==> src/sv/msp_pkg.sv <==
`default_nettype none
package msp_pkg;

  localparam int unsigned ByteW   = 8;
  localparam int unsigned PhaseW  = 3;
  localparam int unsigned StatusW = 3;
  localparam int unsigned CfgIdxW = 3;

  // Parser phases
  localparam logic [PhaseW-1:0] PH_IDLE = 3'd0;
  localparam logic [PhaseW-1:0] PH_H1   = 3'd1;
  localparam logic [PhaseW-1:0] PH_H2   = 3'd2;
  localparam logic [PhaseW-1:0] PH_H3   = 3'd3;
  localparam logic [PhaseW-1:0] PH_LEN  = 3'd4;
  localparam logic [PhaseW-1:0] PH_ID   = 3'd5;
  localparam logic [PhaseW-1:0] PH_DATA = 3'd6;
  localparam logic [PhaseW-1:0] PH_SUM  = 3'd7;

  // Frame status codes
  localparam logic [StatusW-1:0] ST_OK     = 3'd0;
  localparam logic [StatusW-1:0] ST_HEADER = 3'd1;
  localparam logic [StatusW-1:0] ST_LENGTH = 3'd2;
  localparam logic [StatusW-1:0] ST_ID     = 3'd3;
  localparam logic [StatusW-1:0] ST_SUM    = 3'd4;

  // Register indexes
  localparam logic [CfgIdxW-1:0] REG_HEADER_FIRST  = 3'd0;
  localparam logic [CfgIdxW-1:0] REG_HEADER_SECOND = 3'd1;
  localparam logic [CfgIdxW-1:0] REG_HEADER_THIRD  = 3'd2;
  localparam logic [CfgIdxW-1:0] REG_EXPECTED_ID   = 3'd3;
  localparam logic [CfgIdxW-1:0] REG_MAX_PAYLOAD   = 3'd4;

  // Register reset values
  localparam logic [ByteW-1:0] RST_HEADER_FIRST  = 8'd36;
  localparam logic [ByteW-1:0] RST_HEADER_SECOND = 8'd77;
  localparam logic [ByteW-1:0] RST_HEADER_THIRD  = 8'd62;
  localparam logic [ByteW-1:0] RST_EXPECTED_ID   = 8'd0;
  localparam logic [ByteW-1:0] RST_MAX_PAYLOAD   = 8'd64;

  typedef struct packed {
    logic [ByteW-1:0] header_first;
    logic [ByteW-1:0] header_second;
    logic [ByteW-1:0] header_third;
    logic [ByteW-1:0] expected_id;
    logic [ByteW-1:0] max_payload;
  } cfg_t;

  typedef struct packed {
    logic               emit;
    logic [ByteW-1:0]   out_byte;
    logic               is_final;
    logic [StatusW-1:0] status;
  } result_t;

endpackage
`default_nettype wire

==> src/sv/msp_response_deframer.sv <==
`default_nettype none
// Channel   Direction  Handshake                 Payload
// item      in         item_valid / item_stall   kind, rx_byte
// result    out        result_valid / result_stall  out_byte, is_final, status
// config    in         cfg_write                 cfg_index, cfg_data
//
// One byte a cycle while the result is not stalled: an accepted item is
// captured in the input register and then parsed into the result register.
// Throughput is set by the single parser step. Reset clears the parser to
// idle, the registers to their defaults and both register stages to empty.
// A stalled result holds the parser; the input register fills and then
// item_stall rises.
module msp_response_deframer (
  input  wire logic                          clk,
  input  wire logic                          rst,
  input  wire logic                          item_valid,
  output logic                               item_stall,
  input  wire logic                          kind,
  input  wire logic [msp_pkg::ByteW-1:0]     rx_byte,
  output logic                               result_valid,
  input  wire logic                          result_stall,
  output logic [msp_pkg::ByteW-1:0]          out_byte,
  output logic                               is_final,
  output logic [msp_pkg::StatusW-1:0]        status,
  input  wire logic                          cfg_write,
  input  wire logic [msp_pkg::CfgIdxW-1:0]   cfg_index,
  input  wire logic [msp_pkg::ByteW-1:0]     cfg_data
);

  msp_pkg::cfg_t    cfg;
  msp_pkg::result_t res;

  logic                       held_valid;
  logic                       held_kind;
  logic [msp_pkg::ByteW-1:0]  held_byte;
  logic                       advance;
  logic                       step;

  assign advance    = !result_valid || !result_stall;
  assign item_stall = held_valid && !advance;
  assign step       = held_valid && advance;

  always_ff @(posedge clk) begin
    if (rst) begin
      cfg.header_first  <= msp_pkg::RST_HEADER_FIRST;
      cfg.header_second <= msp_pkg::RST_HEADER_SECOND;
      cfg.header_third  <= msp_pkg::RST_HEADER_THIRD;
      cfg.expected_id   <= msp_pkg::RST_EXPECTED_ID;
      cfg.max_payload   <= msp_pkg::RST_MAX_PAYLOAD;
    end else if (cfg_write) begin
      case (cfg_index)
        msp_pkg::REG_HEADER_FIRST:  cfg.header_first  <= cfg_data;
        msp_pkg::REG_HEADER_SECOND: cfg.header_second <= cfg_data;
        msp_pkg::REG_HEADER_THIRD:  cfg.header_third  <= cfg_data;
        msp_pkg::REG_EXPECTED_ID:   cfg.expected_id   <= cfg_data;
        msp_pkg::REG_MAX_PAYLOAD:   cfg.max_payload   <= cfg_data;
        default: begin
        end
      endcase
    end
  end

  always_ff @(posedge clk) begin
    if (rst) begin
      held_valid <= 1'b0;
    end else if (!item_stall) begin
      held_valid <= item_valid;
    end
  end

  always_ff @(posedge clk) begin
    if (!item_stall) begin
      held_kind <= kind;
      held_byte <= rx_byte;
    end
  end

  msp_parser u_parser (
    .clk     (clk),
    .rst     (rst),
    .step    (step),
    .kind    (held_kind),
    .rx_byte (held_byte),
    .cfg     (cfg),
    .res     (res)
  );

  always_ff @(posedge clk) begin
    if (rst) begin
      result_valid <= 1'b0;
    end else if (advance) begin
      result_valid <= step && res.emit;
    end
  end

  always_ff @(posedge clk) begin
    if (step && res.emit) begin
      out_byte <= res.out_byte;
      is_final <= res.is_final;
      status   <= res.status;
    end
  end

endmodule
`default_nettype wire

==> src/sv/msp_parser.sv <==
`default_nettype none
module msp_parser (
  input  wire logic                         clk,
  input  wire logic                         rst,
  input  wire logic                         step,
  input  wire logic                         kind,
  input  wire logic [msp_pkg::ByteW-1:0]    rx_byte,
  input  wire msp_pkg::cfg_t                cfg,
  output msp_pkg::result_t                  res
);

  logic [msp_pkg::PhaseW-1:0] phase, phase_next;
  logic [msp_pkg::ByteW-1:0]  bytes_left, bytes_left_next;
  logic [msp_pkg::ByteW-1:0]  running_xor, running_xor_next;
  logic [msp_pkg::ByteW-1:0]  left_dec;
  logic [msp_pkg::ByteW-1:0]  xor_in;

  assign left_dec = bytes_left - 8'd1;
  assign xor_in   = running_xor ^ rx_byte;

  always_comb begin
    phase_next       = phase;
    bytes_left_next  = bytes_left;
    running_xor_next = running_xor;
    res              = '0;
    if (kind) begin
      phase_next       = msp_pkg::PH_H1;
      bytes_left_next  = '0;
      running_xor_next = '0;
    end else begin
      case (phase)
        msp_pkg::PH_H1: begin
          if (rx_byte != cfg.header_first) begin
            res.emit     = 1'b1;
            res.is_final = 1'b1;
            res.status   = msp_pkg::ST_HEADER;
          end else begin
            phase_next = msp_pkg::PH_H2;
          end
        end
        msp_pkg::PH_H2: begin
          if (rx_byte != cfg.header_second) begin
            res.emit     = 1'b1;
            res.is_final = 1'b1;
            res.status   = msp_pkg::ST_HEADER;
          end else begin
            phase_next = msp_pkg::PH_H3;
          end
        end
        msp_pkg::PH_H3: begin
          if (rx_byte != cfg.header_third) begin
            res.emit     = 1'b1;
            res.is_final = 1'b1;
            res.status   = msp_pkg::ST_HEADER;
          end else begin
            phase_next = msp_pkg::PH_LEN;
          end
        end
        msp_pkg::PH_LEN: begin
          if (rx_byte > cfg.max_payload) begin
            res.emit     = 1'b1;
            res.is_final = 1'b1;
            res.status   = msp_pkg::ST_LENGTH;
          end else begin
            bytes_left_next  = rx_byte;
            running_xor_next = rx_byte;
            phase_next       = msp_pkg::PH_ID;
          end
        end
        msp_pkg::PH_ID: begin
          if (rx_byte != cfg.expected_id) begin
            res.emit     = 1'b1;
            res.is_final = 1'b1;
            res.status   = msp_pkg::ST_ID;
          end else begin
            running_xor_next = xor_in;
            phase_next = (bytes_left == '0) ? msp_pkg::PH_SUM : msp_pkg::PH_DATA;
          end
        end
        msp_pkg::PH_DATA: begin
          running_xor_next = xor_in;
          bytes_left_next  = left_dec;
          if (left_dec == '0) begin
            phase_next = msp_pkg::PH_SUM;
          end
          res.emit     = 1'b1;
          res.out_byte = rx_byte;
        end
        msp_pkg::PH_SUM: begin
          res.emit     = 1'b1;
          res.is_final = 1'b1;
          res.status   = (rx_byte == running_xor) ? msp_pkg::ST_OK : msp_pkg::ST_SUM;
        end
        default: begin
          // Idle: the byte is dropped.
        end
      endcase
      // Every status item returns the parser to idle.
      if (res.is_final) begin
        phase_next       = msp_pkg::PH_IDLE;
        bytes_left_next  = '0;
        running_xor_next = '0;
      end
    end
  end

  always_ff @(posedge clk) begin
    if (rst) begin
      phase       <= msp_pkg::PH_IDLE;
      bytes_left  <= '0;
      running_xor <= '0;
    end else if (step) begin
      phase       <= phase_next;
      bytes_left  <= bytes_left_next;
      running_xor <= running_xor_next;
    end
  end

endmodule
`default_nettype wire

==> config.mk <==
export PLATFORM = sky130hd
export DESIGN_NAME = msp_response_deframer
export DESIGN_NICKNAME = d
export VERILOG_FILES = /design/src/sv/msp_pkg.sv /design/src/sv/msp_response_deframer.sv /design/src/sv/msp_parser.sv
export SDC_FILE = /design/constraint.sdc
export NUM_CORES = 1
export LEC_CHECK = 0
export ABC_AREA = 0
export BUFFER_PORTS_ARGS = -buffer_cell sky130_fd_sc_hd__clkbuf_2
export CAP_MARGIN = 20
export CORE_UTILIZATION = 60
export CTS_CLUSTER_DIAMETER = 80
export DETAILED_ROUTE_END_ITERATION = 10
export PLACE_DENSITY = 0.91
export SYNTH_ARGS = -nofsm -noshare
export SYNTH_HDL_FRONTEND = slang
export SYNTH_HIERARCHICAL = 1
export SYNTH_SLANG_ARGS = --single-unit
export TNS_END_PERCENT = 20
==> constraint.sdc <==
create_clock -name clk -period 3.4 [get_ports clk]
set_input_delay 0.68 -clock clk [delete_from_list [all_inputs] [get_ports clk]]
set_output_delay 0.68 -clock clk [all_outputs]
set_load 0.01 [all_outputs]
==> results.cfg <==
[run_status]
status = finished clean

[timing]
min_period_ps = 2910
skew_ps = 7.71
maxSlewViolCount = 0
relSlewSlack_pct = 44.7
fmax_mhz = 344
worst_pin_slew_ps = 826
grt_setup_unrepaired = false
hold_viol_final = 0
fin_tns_setup_ps = 0
setup_viol_count_final = 0
min_period_over_period_pct = 85.5

[synth]
synth_adder_area_share_pct = 2.68
synth_top_family_by_area = simple AND/OR/NAND/NOR gates
syn_inst = 474
yosysWarnings = 6
synth_flop_cell = dfxtp_1
yosys.area_share.simple_pct = 21.2
yosysTopAreaCell = dfxtp_1
ys_ff_latch = 82
mappedNetlistArea_um2 = 4670
muxShareOfSynthArea_pct = 9.22
yosysTopAreaCellShare_pct = 26.2
syn_avg_cell_area_um2 = 9.84
syn_nets = 509
ys_seq_area_share_pct = 39.7
synth_edf_count = 21
async_flop_share_pct = 0
synth_cell_type_count = 60
yosys-top-cells-area = dfxtp_1 26%, edfxtp_1 14%, mux2i_1 9.2%, xor2_1 7.9%, nand2b_1 5.0%
synth_compound_area_share_pct = 12.7
synth-xor-area-share_pct = 7.88

[setup_path]
critPathTopFamily = compound AO/OA/AOI/OAI gates
required_ps = 3410
slowest_delay_ps = 620
worstSetupPathType = reg -> reg
worst_setup_path_start_kind = flip-flop
worstPathCellList = ha_1, nand4_1, o211ai_1, a31oi_2, a21oi_2, a21oi_1, and3_1
crit_buf_inv = 0
r2r_setup_slack_ps = 490
crit_slowest_cell = edfxtp_1
reg2reg_from = held_byte[6]$_DFFE_PN_
worstPathMaxFanout = 12
timing.rr.end = is_final$_DFFE_PP_
worst_ep_arrival_time_ps = 2920
worstSetupEndpointType = flip-flop
r2r_cells = 7

[clocking]
cts_hold_buf = 0
insertion_delay_ps = 360
cts_root_buf = clkbuf_8
htree_levels = 3
clkSinkCount = 82
cts_setup_buffers = 0
cts_buffers = 9
clock_path_buffers = 2
cts_tree = built
cts.repair.resized = 0
clk_pin_slew_ps = 80

[cells_and_area]
drive_gt1_share_pct = 15.2
n_antenna_cell = 0
final_common_cell = dfxtp_1
final_net_count = 531
instances_no_fill = 600
syn_to_final_growth_pct = 8.10
final_cell_mix = 61 x dfxtp_1, 43 x mux2i_1, 42 x xor2_1, 38 x clkbuf_2, 37 x nand2b_1

[die]
die_area_um2 = 8130
row_count = 31
fp.coreArea_um2 = 7370
initial_utilization_pct = 63.3
fp.dieW_um = 90.2
num_io_pins = 39
dieHeight_um = 90.2

[global_routing]
grt_pass1_wl_um = 17600
grt_antenna_before_repair = 0
grt-ovfl-total = 0
first_global_vias = 3578
grt_max_degree = 54
track_usage_pct = 27.6

[routing]
drtPass1Iterations = 8
drt_drc_violations_left = 0
drt_wl_total_um = 11100
drt_iter0_drc = 400
vias = 3750
wl_per_cell_um = 18.6
ant_nets = 0
vias_per_cell = 6.25

[min_path]
hold_class = reg -> reg
min_to = cfg[5]$_SDFFE_PP0P_
whs_path_depth = 2
min_from = cfg[5]$_SDFFE_PP0P_

[pwr]
p_leak_nw = 2.09
powerDensity_nw_per_um2 = 401
max-vdd-ir-drop_uv = 282
finalPower_w = 0.00202

[placement]
io_buffers = 38
post-place-cells = 584
routabilityCongestion = 0.943
hpwl_um = 8000

[run]
cap_violations = 0
area by class of cell:
class,count,area [um2]
Multi-Input combinational cell,331,2510
Inverter,27,101
Sequential cell,82,1850
Clock buffer,10,149
Timing Repair Buffer,45,243
Tap cell,99,124
Clock inverter,6,67.6
Fill cell,586,2330
registers in the layout (all words and copies together), names as in the netlist, 3 cells and up:
name / flops
cfg: 40
held_byte: 8
out_byte: 8
u_parser/bytes_left: 8
u_parser/running_xor: 8
status: 3
u_parser/phase: 3
cell usage after synthesis, drive strengths merged, types with 5 or more instances:
library cell   n
xor2          42
nor3          12
and4b          8
a31oi          5
dfxtp         61
clkbuf        12
ha            10
nand3         15
edfxtp        21
mux2i         43
nor4          12
inv           26
buf           22
nand2b        37
and3           9
o21ai          6
a21oi         14
nand2         15
a32o           7
a211oi        11
a221o          7
nand4          5
nor2          28
worst max path at each step:
stage / startpoint / to / cells after the start
6_report: held_byte[6]$_DFFE_PN_ / is_final$_DFFE_PP_ / 7
3_3_place_gp: held_byte[6]$_DFFE_PN_ / out_byte[3]$_DFFE_PP_ / 7
3_5_place_dp: held_byte[6]$_DFFE_PN_ / out_byte[2]$_DFFE_PP_ / 7
5_1_grt: held_byte[6]$_DFFE_PN_ / out_byte[5]$_DFFE_PP_ / 7
4_1_cts: held_byte[6]$_DFFE_PN_ / status[1]$_DFFE_PP_ / 7
2_1_floorplan: held_byte[0]$_DFFE_PN_ / is_final$_DFFE_PP_ / 11
logic make-up (layout without fill, tap and decap cells):
group / Yosys count / after routing
and+or+nand+nor: 161 / 161
xor gates and xnor gates: 42 / 42
AOI/OAI and AO/OA: 75 / 75
adders and majority gates: 10 / 10
DFF: 82 / 82
muxes: 43 / 43
buffers and inverters: 61 / 88
stage by stage:
stage	hold slack, ps	area (um2)	setup WS [ps]	util (%)
2_1_floorplan	452	4670	659	-
3_3_place_gp	463	4830	668	65.5
3_5_place_dp	477	4830	537	65.5
4_1_cts	483	5040	521	68.4
5_1_grt	483	5040	301	68.4
6_report	488	5040	493	68.4
tightest hold or removal path: stages (launching register included):
cell and delay [ps]:
dfxtp_1 320, nand2b_1 60, mux2i_1 60
metal layers:
layer  routed length, um  part of all wire, %  GRT usage (%)
met2                5400                   48           47.8
met4                 400                  3.6           12.1
met3                 806                  7.2           4.65
met1                4530                   41           33.7
met5                   0                    0              0
report_power, final:
group | switching [W] | internal [W] | total, W
sequential | 0.0000363 | 0.00102 | 0.00106
combinational | 0.000117 | 0.0000807 | 0.000197
clock | 0.000380 | 0.000391 | 0.000771
total | 0.000533 | 0.00149 | 0.00202
(Power assumes the default switching activity.)
